<file path="config.mk">
export PLATFORM = sky130hd
export DESIGN_NAME = icf_queue
export DESIGN_NICKNAME = d
export VERILOG_FILES = /design/src/icf_pkg.sv /design/src/icf_queue.sv
export SDC_FILE = /design/constraint.sdc
export NUM_CORES = 1
export LEC_CHECK = 0
export BUFFER_PORTS_ARGS = -buffer_cell sky130_fd_sc_hd__buf_2
export CELL_PAD_IN_SITES_DETAIL_PLACEMENT = 2
export CELL_PAD_IN_SITES_GLOBAL_PLACEMENT = 2
export CORE_MARGIN = 2
export CORE_UTILIZATION = 39
export CTS_CLUSTER_SIZE = 16
export DETAILED_ROUTE_END_ITERATION = 10
export PLACE_DENSITY_LB_ADDON = 0.1
export SLEW_MARGIN = 20
export SYNTH_ARGS = -nofsm -noshare
export SYNTH_HDL_FRONTEND = slang
export SYNTH_SLANG_ARGS = --single-unit
</file>
<file path="constraint.sdc">
create_clock -name clk -period 11.6 [get_ports clk]
set_input_delay 2.9 -clock clk [delete_from_list [all_inputs] [get_ports clk]]
set_output_delay 2.9 -clock clk [all_outputs]
set_load 0.02 [all_outputs]
</file>
<file path="src/icf_pkg.sv">
// Package for the integer constant-fold ALU: request and response words,
// queue entry, opcode codes and shared constants. No dependencies.
`timescale 1ns / 1ps
`default_nettype none
package icf_pkg;

	localparam int SYMBOL_ID_BITS_DEF = 32;
	localparam int QUEUE_DEPTH_DEF = 2;
	localparam int DIV_STEPS = 64;

	localparam logic [63:0] LOW32 = 64'h0000_0000_ffff_ffff;
	localparam logic [63:0] SMIN64 = 64'h8000_0000_0000_0000;
	localparam logic [31:0] SMIN32 = 32'h8000_0000;

	localparam logic [4:0] OP_ADD   = 5'd0;
	localparam logic [4:0] OP_SUB   = 5'd1;
	localparam logic [4:0] OP_NEG   = 5'd2;
	localparam logic [4:0] OP_DIV   = 5'd3;
	localparam logic [4:0] OP_REM   = 5'd4;
	localparam logic [4:0] OP_UDIV  = 5'd5;
	localparam logic [4:0] OP_UREM  = 5'd6;
	localparam logic [4:0] OP_MUL   = 5'd7;
	localparam logic [4:0] OP_AND   = 5'd8;
	localparam logic [4:0] OP_OR    = 5'd9;
	localparam logic [4:0] OP_XOR   = 5'd10;
	localparam logic [4:0] OP_SAR   = 5'd11;
	localparam logic [4:0] OP_SHR   = 5'd12;
	localparam logic [4:0] OP_SHL   = 5'd13;
	localparam logic [4:0] OP_EXTSB = 5'd14;
	localparam logic [4:0] OP_EXTUB = 5'd15;
	localparam logic [4:0] OP_EXTSH = 5'd16;
	localparam logic [4:0] OP_EXTUH = 5'd17;
	localparam logic [4:0] OP_EXTSW = 5'd18;
	localparam logic [4:0] OP_EXTUW = 5'd19;
	localparam logic [4:0] OP_CAST  = 5'd20;
	localparam logic [4:0] OP_CEQ   = 5'd21;
	localparam logic [4:0] OP_CNE   = 5'd22;
	localparam logic [4:0] OP_CSGE  = 5'd23;
	localparam logic [4:0] OP_CSGT  = 5'd24;
	localparam logic [4:0] OP_CSLE  = 5'd25;
	localparam logic [4:0] OP_CSLT  = 5'd26;
	localparam logic [4:0] OP_CUGE  = 5'd27;
	localparam logic [4:0] OP_CUGT  = 5'd28;
	localparam logic [4:0] OP_CULE  = 5'd29;
	localparam logic [4:0] OP_CULT  = 5'd30;
	localparam logic [4:0] OP_NONE  = 5'd31;

	typedef struct packed {
		logic [4:0]  mode;
		logic        wide;
		logic        compare_long;
		logic [63:0] left_value;
		logic [63:0] right_value;
		logic        left_is_addr;
		logic        right_is_addr;
		logic [31:0] left_symbol;
		logic [31:0] right_symbol;
	} req_t;

	typedef struct packed {
		logic        cannot_fold;
		logic [63:0] result_value;
		logic        result_is_addr;
		logic [31:0] result_symbol;
	} rsp_t;

	// classified word between front and back; for divides l and r hold magnitudes
	typedef struct packed {
		logic        fail;
		logic [4:0]  mode;
		logic        wide;
		logic        cmp_long;
		logic [63:0] l;
		logic [63:0] r;
		logic        neg_q;
		logic        neg_r;
		logic        raddr;
		logic [31:0] rsym;
	} ent_t;

	typedef enum logic [1:0] {
		BK_RUN,
		BK_MUL,
		BK_DIV,
		BK_DONE
	} bk_state_t;

	function automatic logic [63:0] sext32(input logic [63:0] v);
		return {{32{v[31]}}, v[31:0]};
	endfunction

endpackage
`default_nettype wire

</file>
<file path="src/icf_queue.sv">
// Short queue of classified words between front and back.
// Uses icf_pkg for the entry type.
`timescale 1ns / 1ps
`default_nettype none
module icf_queue import icf_pkg::*; #(
	parameter int Depth = QUEUE_DEPTH_DEF
) (
	input  logic clk,
	input  logic arst_n,
	input  logic push,
	input  ent_t wdata,
	output logic full,
	input  logic pop,
	output logic nonempty,
	output ent_t rdata
);

	localparam int PtrW = (Depth > 1) ? $clog2(Depth) : 1;
	localparam int CntW = $clog2(Depth + 1);
	localparam logic [PtrW-1:0] PtrLast = PtrW'(Depth - 1);
	localparam logic [CntW-1:0] CntFull = CntW'(Depth);

	ent_t mem_q [Depth];
	logic [PtrW-1:0] wr_q, rd_q;
	logic [CntW-1:0] cnt_q;
	logic do_push, do_pop;

	assign full = (cnt_q == CntFull);
	assign nonempty = (cnt_q != '0);
	assign do_push = push && !full;
	assign do_pop = pop && nonempty;
	assign rdata = mem_q[rd_q];

	always_ff @(posedge clk) begin
		if (do_push) begin
			mem_q[wr_q] <= wdata;
		end
	end

	always_ff @(posedge clk or negedge arst_n) begin
		if (!arst_n) begin
			wr_q <= '0;
			rd_q <= '0;
			cnt_q <= '0;
		end else begin
			if (do_push) begin
				wr_q <= (wr_q == PtrLast) ? '0 : wr_q + 1'b1;
			end
			if (do_pop) begin
				rd_q <= (rd_q == PtrLast) ? '0 : rd_q + 1'b1;
			end
			if (do_push && !do_pop) begin
				cnt_q <= cnt_q + 1'b1;
			end else if (do_pop && !do_push) begin
				cnt_q <= cnt_q - 1'b1;
			end
		end
	end

endmodule
`default_nettype wire

</file>
==> results.yml <==
run_status:
  status: "finished, final reports clean"
die:
  initial_utilization_pct: 39.60
  fp.coreArea_um2: 32450
  die-area_um2: 34420
  die_h_um: 185.5
  rows: 66
  dieWidth_um: 185.5
  io_pins: 348
timing:
  clock_skew_ns: 0.009499
  slew_headroom_pct: 34.35
  finalSetupViolations: 0
  fin_ws_ns: 4.695
  drv_slew: 0
  fmax_mhz: 144.8
  hold_viol: 0
  rsz0062_at_grt: "no"
  period_share_pct: 59.53
  setup-tns-final_ns: 0
  fin_crit_ns: 6.905
  tightest_slew_ns: 0.9848
placed_design:
  gp_congestion: 0.7550
  placed_area_um2: 15040
  dp_hpwl_um: 21610
  pre_cts_ws_ns: 5.170
  io_buffers: 347
detailed_routing:
  drt_iter0_drc: 206
  first_pass_iters: 4
  vias_per_cell: 4.703
  drtAntennaViolNets: 0
  wl_per_cell_um: 22.12
  routed_wl_um: 30990
  drc: 0
  vias: 6589
setup_path:
  worst_path_most_repeated_cell: "buf_4"
  critical-path-max-stage-delay_ns: 1.03
  cpLargestDelayFamily: "buffers and inverters"
  cp_num_buf_inv: 3
  worstPathRequired_ns: 8.70
  endpoint_kind: "output port"
  crit_fanout: 68
  path_class: "reg2out"
  startpoint_type: "flip-flop"
  cpMaxStageDelayCell: "dfrtp_4"
  crit_chain: "buf_4 -> buf_4 -> mux2_2 -> buf_2"
  arrival_ns: 4.01
global_routing:
  grt_pass1_vias: 7388
  grt_pass1_wl_um: 45010
  grt_max_degree: 80
  overflow: 0
  grt_usage_pct: 17.86
  antenna_found_initial: 14
finish:
  layout-drive-gt1-share_pct: 61.22
  fin_nets: 1102
  final_cell_mix: "buf_2, edfxtp_1, mux2_2"
  final_common_cell: "buf_2"
  fin_area_um2: 16300
  area_growth_pct: 26.80
power:
  power_density_nw_per_um2: 273.5
  irDropWorstVdd_v: 0.0001325
  p_leak_nw: 6.305
  total_power_mw: 4.458
clock_tree:
  postCtsSetupBuffers: 0
  clockBufferDepth: 3
  cts_buffers: 39
  root_buffer: "clkbuf_16"
  clock_latency_ns: 0.51
  clk_pin_slew_worst_paths_ns: 0.06
  hold_buffers: 0
  cts_tree: "done"
  cts_sinks: 346
  htree_num_levels: 2
  cts.repair.resized: 0
yosys:
  syn_inst: 551
  netlist_area_um2: 12850
  yosysTopAreaCell: "edfxtp_1"
  synth_area_leaders: "edfxtp_1, mux2_4, mux2_2"
  synth_flop_cell: "edfxtp_1"
  avgSynthCellArea_um2: 23.32
  synth_nets: 727
  synth_edf_count: 342
  yosys_warnings: 0
  ys_ff_latch: 346
  yosysSeqAreaShare_pct: 80.69
  synth_top_area_share_pct: 79.91
  yosys.cell_types.count: 15
  synth_async_sr_flop_share_pct: 1.156
run:
  max_cap_violations: 0
min_path:
  hp-class: "reg2reg"
-- metrics by stage --
step                hold WS [ns]  cells  util, %
finish                    0.5081   1401    50.21
global route              0.5387   1396    50.17
CTS                       0.5119   1396    50.16
detailed placement        0.4938   1327    46.36
global placement          0.4742   1327    46.36
floorplan                 0.4559    551        -
-- Yosys cell counts (2+ instances only) --
master	instances
buf_6	10
xor2_1	2
edfxtp_1	342
nand2_1	2
dfrtp_1	4
inv_1	2
buf_2	9
mux2_4	80
nor2_1	2
mux2_2	91
xnor2_1	3
-- sequential cells by signal (all words and copies together) (netlist names) --
name / cells
cnt_q: 2
wr_q: 1
rd_q: 1
mem_q: 342
-- cells by family after synthesis --
group | after synthesis | share of synthesized area (%)
buf+inv | 21 | 1.285
simple gates | 7 | 0.2630
fa+ha+maj | 1 | 0.09735
mux | 171 | 17.32
xor+xnor | 5 | 0.3408
flops | 346 | 80.69
-- power by group --
| part | leakage [nW] | total, mW | switching (mW) | internal [mW] |
|---|---|---|---|---|
| registers | 3.22 | 1.84 | 0.121 | 1.71 |
| clock network | 0.615 | 1.18 | 0.464 | 0.711 |
| logic | 2.47 | 1.45 | 0.858 | 0.588 |
| total | 6.31 | 4.46 | 1.44 | 3.01 |
-- layer usage --
metal	vias up	GRT usage (%)	wire length [um]
met4	20	4.603	584
met2	249	32.09	16130
met3	59	7.494	3192
met5	-	0	122
met1	3291	19.38	10960
li1	2970	-	-
-- area by class of cell --
type                       count  area (um2)
multi-input combinational    184        2328
inverter                       2       7.507
sequential                   346       10370
clock buffer                  52        1107
tap                          442       553.0
timing repair buffer         353        1785
clock inverter                17       127.6
antenna                        5       12.51
fill                        2974       16160
-- path summary, 6_finish.rpt --
kind,startpoint,slack (ns),cells after the start,to
max reg2reg,cnt_q[0]$_DFFE_PN0P_,8.19,5,mem_q[0][51]$_DFFE_PP_
min in group asynchronous,arst_n,2.18,1,cnt_q[1]$_DFFE_PN0P_
min,cnt_q[1]$_DFFE_PN0P_,0.51,1,cnt_q[1]$_DFFE_PN0P_
max,rd_q$_DFFE_PN0P_,4.69,4,rdata[157]
max in group asynchronous,arst_n,9.27,1,rd_q$_DFFE_PN0P_
min reg2reg,cnt_q[1]$_DFFE_PN0P_,0.51,1,cnt_q[1]$_DFFE_PN0P_
Note: power is estimated with default switching activity, not from simulation.
