--- src/icf_pkg.sv ---
// Package for the integer constant-fold ALU: request and response words,
// queue entry, opcode codes and shared constants. No dependencies.
`timescale 1ns / 1ps
`default_nettype none
package icf_pkg;

	localparam int SYMBOL_ID_BITS_DEF = 32;
	localparam int QUEUE_DEPTH_DEF = 2;
	localparam int DIV_STEPS = 64;

	localparam logic [63:0] LOW32 = 64'h0000_0000_ffff_ffff;
	localparam logic [63:0] SMIN64 = 64'h8000_0000_0000_0000;
	localparam logic [31:0] SMIN32 = 32'h8000_0000;

	localparam logic [4:0] OP_ADD   = 5'd0;
	localparam logic [4:0] OP_SUB   = 5'd1;
	localparam logic [4:0] OP_NEG   = 5'd2;
	localparam logic [4:0] OP_DIV   = 5'd3;
	localparam logic [4:0] OP_REM   = 5'd4;
	localparam logic [4:0] OP_UDIV  = 5'd5;
	localparam logic [4:0] OP_UREM  = 5'd6;
	localparam logic [4:0] OP_MUL   = 5'd7;
	localparam logic [4:0] OP_AND   = 5'd8;
	localparam logic [4:0] OP_OR    = 5'd9;
	localparam logic [4:0] OP_XOR   = 5'd10;
	localparam logic [4:0] OP_SAR   = 5'd11;
	localparam logic [4:0] OP_SHR   = 5'd12;
	localparam logic [4:0] OP_SHL   = 5'd13;
	localparam logic [4:0] OP_EXTSB = 5'd14;
	localparam logic [4:0] OP_EXTUB = 5'd15;
	localparam logic [4:0] OP_EXTSH = 5'd16;
	localparam logic [4:0] OP_EXTUH = 5'd17;
	localparam logic [4:0] OP_EXTSW = 5'd18;
	localparam logic [4:0] OP_EXTUW = 5'd19;
	localparam logic [4:0] OP_CAST  = 5'd20;
	localparam logic [4:0] OP_CEQ   = 5'd21;
	localparam logic [4:0] OP_CNE   = 5'd22;
	localparam logic [4:0] OP_CSGE  = 5'd23;
	localparam logic [4:0] OP_CSGT  = 5'd24;
	localparam logic [4:0] OP_CSLE  = 5'd25;
	localparam logic [4:0] OP_CSLT  = 5'd26;
	localparam logic [4:0] OP_CUGE  = 5'd27;
	localparam logic [4:0] OP_CUGT  = 5'd28;
	localparam logic [4:0] OP_CULE  = 5'd29;
	localparam logic [4:0] OP_CULT  = 5'd30;
	localparam logic [4:0] OP_NONE  = 5'd31;

	typedef struct packed {
		logic [4:0]  mode;
		logic        wide;
		logic        compare_long;
		logic [63:0] left_value;
		logic [63:0] right_value;
		logic        left_is_addr;
		logic        right_is_addr;
		logic [31:0] left_symbol;
		logic [31:0] right_symbol;
	} req_t;

	typedef struct packed {
		logic        cannot_fold;
		logic [63:0] result_value;
		logic        result_is_addr;
		logic [31:0] result_symbol;
	} rsp_t;

	// classified word between front and back; for divides l and r hold magnitudes
	typedef struct packed {
		logic        fail;
		logic [4:0]  mode;
		logic        wide;
		logic        cmp_long;
		logic [63:0] l;
		logic [63:0] r;
		logic        neg_q;
		logic        neg_r;
		logic        raddr;
		logic [31:0] rsym;
	} ent_t;

	typedef enum logic [1:0] {
		BK_RUN,
		BK_MUL,
		BK_DIV,
		BK_DONE
	} bk_state_t;

	function automatic logic [63:0] sext32(input logic [63:0] v);
		return {{32{v[31]}}, v[31:0]};
	endfunction

endpackage
`default_nettype wire

--- src/icf_front.sv ---
// Front part: applies the address rules, catches divide by zero and signed
// overflow, and prepares divide magnitudes. Uses icf_pkg.
`timescale 1ns / 1ps
`default_nettype none
module icf_front import icf_pkg::*; #(
	parameter int SYMBOL_ID_BITS = SYMBOL_ID_BITS_DEF
) (
	input  req_t req,
	output ent_t ent
);

	localparam int SymW = (SYMBOL_ID_BITS < 32) ? SYMBOL_ID_BITS : 32;
	localparam logic [31:0] SymMask = 32'((64'd1 << SymW) - 64'd1);

	logic [31:0] ls, rs;
	logic        la, ra, w;
	logic        fail, raddr;
	logic [31:0] rsym;
	logic        r_zero, r_m1, l_min, is_div, is_sdiv;
	logic [63:0] sa, sb, ua, ub;

	always_comb begin
		ls = req.left_symbol & SymMask;
		rs = req.right_symbol & SymMask;
		la = req.left_is_addr;
		ra = req.right_is_addr;
		w = req.wide;
		fail = 1'b0;
		raddr = 1'b0;
		rsym = '0;
		case (req.mode)
			OP_ADD: begin
				if (la && ra) begin
					fail = 1'b1;
				end else if (la) begin
					raddr = 1'b1;
					rsym = ls;
				end else if (ra) begin
					raddr = 1'b1;
					rsym = rs;
				end
			end
			OP_SUB: begin
				if (la) begin
					if (!ra) begin
						raddr = 1'b1;
						rsym = ls;
					end else if (ls != rs) begin
						fail = 1'b1;
					end
				end else if (ra) begin
					fail = 1'b1;
				end
			end
			OP_NONE: fail = 1'b1;
			default: fail = la || ra;
		endcase

		r_zero = w ? (req.right_value == '0) : (req.right_value[31:0] == '0);
		r_m1 = w ? (req.right_value == '1) : (req.right_value[31:0] == '1);
		l_min = w ? (req.left_value == SMIN64) : (req.left_value[31:0] == SMIN32);
		is_sdiv = (req.mode == OP_DIV) || (req.mode == OP_REM);
		is_div = is_sdiv || (req.mode == OP_UDIV) || (req.mode == OP_UREM);
		if (is_div && (r_zero || (is_sdiv && r_m1 && l_min))) begin
			fail = 1'b1;
		end

		// signed operands at the operation width, then magnitudes
		sa = w ? req.left_value : sext32(req.left_value);
		sb = w ? req.right_value : sext32(req.right_value);
		ua = is_sdiv ? (sa[63] ? 64'd0 - sa : sa) : (w ? req.left_value : req.left_value & LOW32);
		ub = is_sdiv ? (sb[63] ? 64'd0 - sb : sb) : (w ? req.right_value : req.right_value & LOW32);

		ent.fail = fail;
		ent.mode = req.mode;
		ent.wide = w;
		ent.cmp_long = req.compare_long;
		ent.l = is_div ? ua : req.left_value;
		ent.r = is_div ? ub : req.right_value;
		ent.neg_q = is_sdiv && (sa[63] ^ sb[63]);
		ent.neg_r = is_sdiv && sa[63];
		ent.raddr = raddr && !fail;
		ent.rsym = (raddr && !fail) ? rsym : '0;
	end

endmodule
`default_nettype wire

--- config.mk ---
export PLATFORM = sky130hd
export DESIGN_NAME = icf_front
export DESIGN_NICKNAME = d
export VERILOG_FILES = /design/src/icf_pkg.sv /design/src/icf_front.sv
export SDC_FILE = /design/constraint.sdc
export NUM_CORES = 1
export LEC_CHECK = 0
export BUFFER_PORTS_ARGS = -buffer_cell sky130_fd_sc_hd__buf_2
export CAP_MARGIN = 20
export CORE_AREA = 2 2 144 146
export DETAILED_ROUTE_END_ITERATION = 16
export DIE_AREA = 0 0 146 148
export GPL_TIMING_DRIVEN = 0
export SETUP_SLACK_MARGIN = 0.2
export SYNTH_ARGS = -nofsm -noshare
export SYNTH_HDL_FRONTEND = slang
export SYNTH_SLANG_ARGS = --single-unit
--- constraint.sdc ---
create_clock -name vclk -period 4.7
set_input_delay 0.705 -clock vclk [all_inputs]
set_output_delay 0.705 -clock vclk [all_outputs]
set_load 0.01 [all_outputs]
==> results.json <==
{
  "status": "finished, final reports clean",
  "port_buffers": 365,
  "row_count": 52,
  "crit_path_max_incr_delay_ps": 580,
  "fin_cells": 1541,
  "start_util": 0.270,
  "wirelength_mm": 29.6,
  "setup_ws_ps": 257,
  "synth_top_area_frac": 0.102,
  "vias": 8715,
  "drive_gt1_frac": 0.331,
  "firstDrtPassIters": 6,
  "worst-slew-pin-transition_ps": 1130,
  "final-hold-violation-count": 0,
  "via_per_inst": 5.66,
  "antenna_found_initial": 4,
  "synthAdderAreaFrac": 0.0139,
  "startpoint_type": "primary input",
  "final_common_cell": "buf_2",
  "synth_cells": 900,
  "regArea_um2": 0,
  "maxCapViolCount": 0,
  "die_area_um2": 21600,
  "ir_drop_v": 0.0000374,
  "critPathCaptureType": "output pin",
  "rsz0062_at_grt": "no",
  "relSlewSlack": 0.237,
  "drv_slew": 0,
  "hpwl_mm": 24.4,
  "period_needed_ps": 4440,
  "critPathMaxFanout": 9,
  "synthTopCellsByArea": "xor2_1 10%, xnor2_1 8.1%, nor2_1 7.8%",
  "min_to": "ent[163]",
  "p_per_area_nw_per_um2": 76.7,
  "fin_crit_sh": 0.945,
  "drt_iter0_drc": 826,
  "drcViolationCount": 0,
  "yosysTopAreaCell": "xor2_1",
  "nFlopsAndLatches": 0,
  "synth_top_family_by_area": "simple AND/OR/NAND/NOR gates",
  "num_io_pins": 372,
  "crit_top_cell": "buf_2",
  "area_delta_synth_final_pct": 42.2,
  "total_leakage_power_nw": 3.22,
  "synth_nets": 1107,
  "grt_remaining_overflow": 0,
  "min_from": "req[194]",
  "cp_top_family": "simple AND/OR/NAND/NOR gates",
  "avgSynthCellArea_um2": 6.01,
  "muxShareOfSynthArea": 0.0326,
  "nClkBuffers": 0,
  "critPathKind": "in -> out",
  "die-height_um": 148,
  "power_frac_seq": 0,
  "finalNetCount": 1479,
  "p_comb_frac": 1.000,
  "worst_ep_required_time_ps": 3990,
  "place_inst": 1535,
  "synth_compound_area_frac": 0.317,
  "finalSetupTns_ps": 0,
  "p_sw_uw": 356,
  "setup_viol": 0,
  "swShare": 0.604,
  "place_ws_ps": -482,
  "ys_seq_area_frac": 0,
  "post_synth_and_or_nand_nor_area_fraction": 0.388,
  "core_area_um2": 20000,
  "critical_path.cell_chain": "buf_2 > or4_4 > or4b_4 > or3_1 > buf_2 > or3b_1 > o31ai_1 > xor2_1 > o21ai_1 > buf_2",
  "synthDistinctLibCells": 64,
  "slowest_stage": "or4b_4",
  "p_total_uw": 590,
  "p_clk_frac": 0,
  "gp_congestion": 1.00,
  "synth_area_um2": 5410,
  "path_buf_inv": 3,
  "grt_pass1_wl_mm": 44.1,
  "crit_arrival_ps": 3740,
  "synth_xor_area_frac": 0.183,
  "hold_depth": 2,
  "mostFrequentLayoutCells": "368 x buf_2, 111 x nor2_1, 82 x o21ai_0, 80 x nand2_1, 63 x xor2_1",
  "grt_max_degree": 11,
  "min_path_type": "in -> out",
  "ant_nets": 0,
  "synth_warnings": 0,
  "internal_power_uw": 234,
  "clock.fmax_mhz": 225,
  "wire_per_inst_um": 19.2,
  "gr-usage-all-layers": 0.249,
  "first_global_vias": 7945,
  "die_x_um": 146
}
-- Yosys cell counts (all sizes together), types with 5 or more instances --
master  instances
o21ai          84
and3            6
o211ai          5
xnor2          50
nand4          22
o41ai          18
o31ai          24
a31oi          17
nand2          80
nor3b           7
o21a            5
mux2i          12
clkbuf         44
inv            19
nor4           39
or2             6
nand2b         12
mux2            5
or4            13
ha              6
nor2b           8
or3            13
xor2           63
nor3           40
nand3b          6
nor2          112
nand3          28
buf            19
a22oi          32
a21oi          51
-- area by class of cell --
cell class / count / area (um^2)
inverters: 21 / 78.8
repair buffers: 370 / 1860
fillers: 2348 / 12300
diodes: 1 / 2.50
plain buffers: 63 / 292
multi-input cells: 816 / 5110
well taps: 270 / 338
-- logic make-up (layout without fill, tap and decap cells) --
group,count (synthesis),count (layout)
compound gates,268,268
mux,17,17
other cells,0,1
buf+inv,84,454
simple gates,412,412
xor+xnor,113,113
fa+ha+maj,6,6
-- routing by layer --
metal | part of all wire | GRT usage | wire [um]
met3 | 0.10 | 0.0414 | 2990
met1 | 0.42 | 0.337 | 12400
met5 | 0.00068 | 0 | 20
met2 | 0.45 | 0.409 | 13300
met4 | 0.030 | 0.0709 | 898
-- worst max-delay path by stage --
stage                     startpoint       end  slack (ps)  cells past startpoint
after CTS                   req[144]  ent[154]         200                     10
after global routing        req[147]  ent[152]         200                     10
after detailed placement    req[195]   ent[79]        -480                     10
after global placement      req[195]   ent[79]        -520                     10
final                       req[147]  ent[152]         260                     10
after floorplan             req[144]  ent[161]         650                      8
-- per-stage QoR --
step	util	instance area [um^2]	hold slack, ps
floorplan	-	5410	1490
global placement	0.378	7570	1600
detailed placement	0.378	7570	1590
CTS	0.380	7610	1600
global route	0.384	7690	1600
finish	0.384	7690	1600
-- power by group through the flow --
stage | logic, mW | clock network, mW | registers (mW)
2_1_floorplan | 0.271 | 0 | 0
3_3_place_gp | 0.574 | 0 | 0
3_5_place_dp | 0.577 | 0 | 0
4_1_cts | 0.581 | 0 | 0
5_1_grt | 0.638 | 0 | 0
6_report | 0.590 | 0.0000000285 | 0
-- timing repair --
action	CTS	global route
resized for setup	11	17
hold buffers	0	0
buffers inserted	0	4
setup endpoints to repair	51	20
pin swaps	0	7
Power figures use the tool's default switching activity.
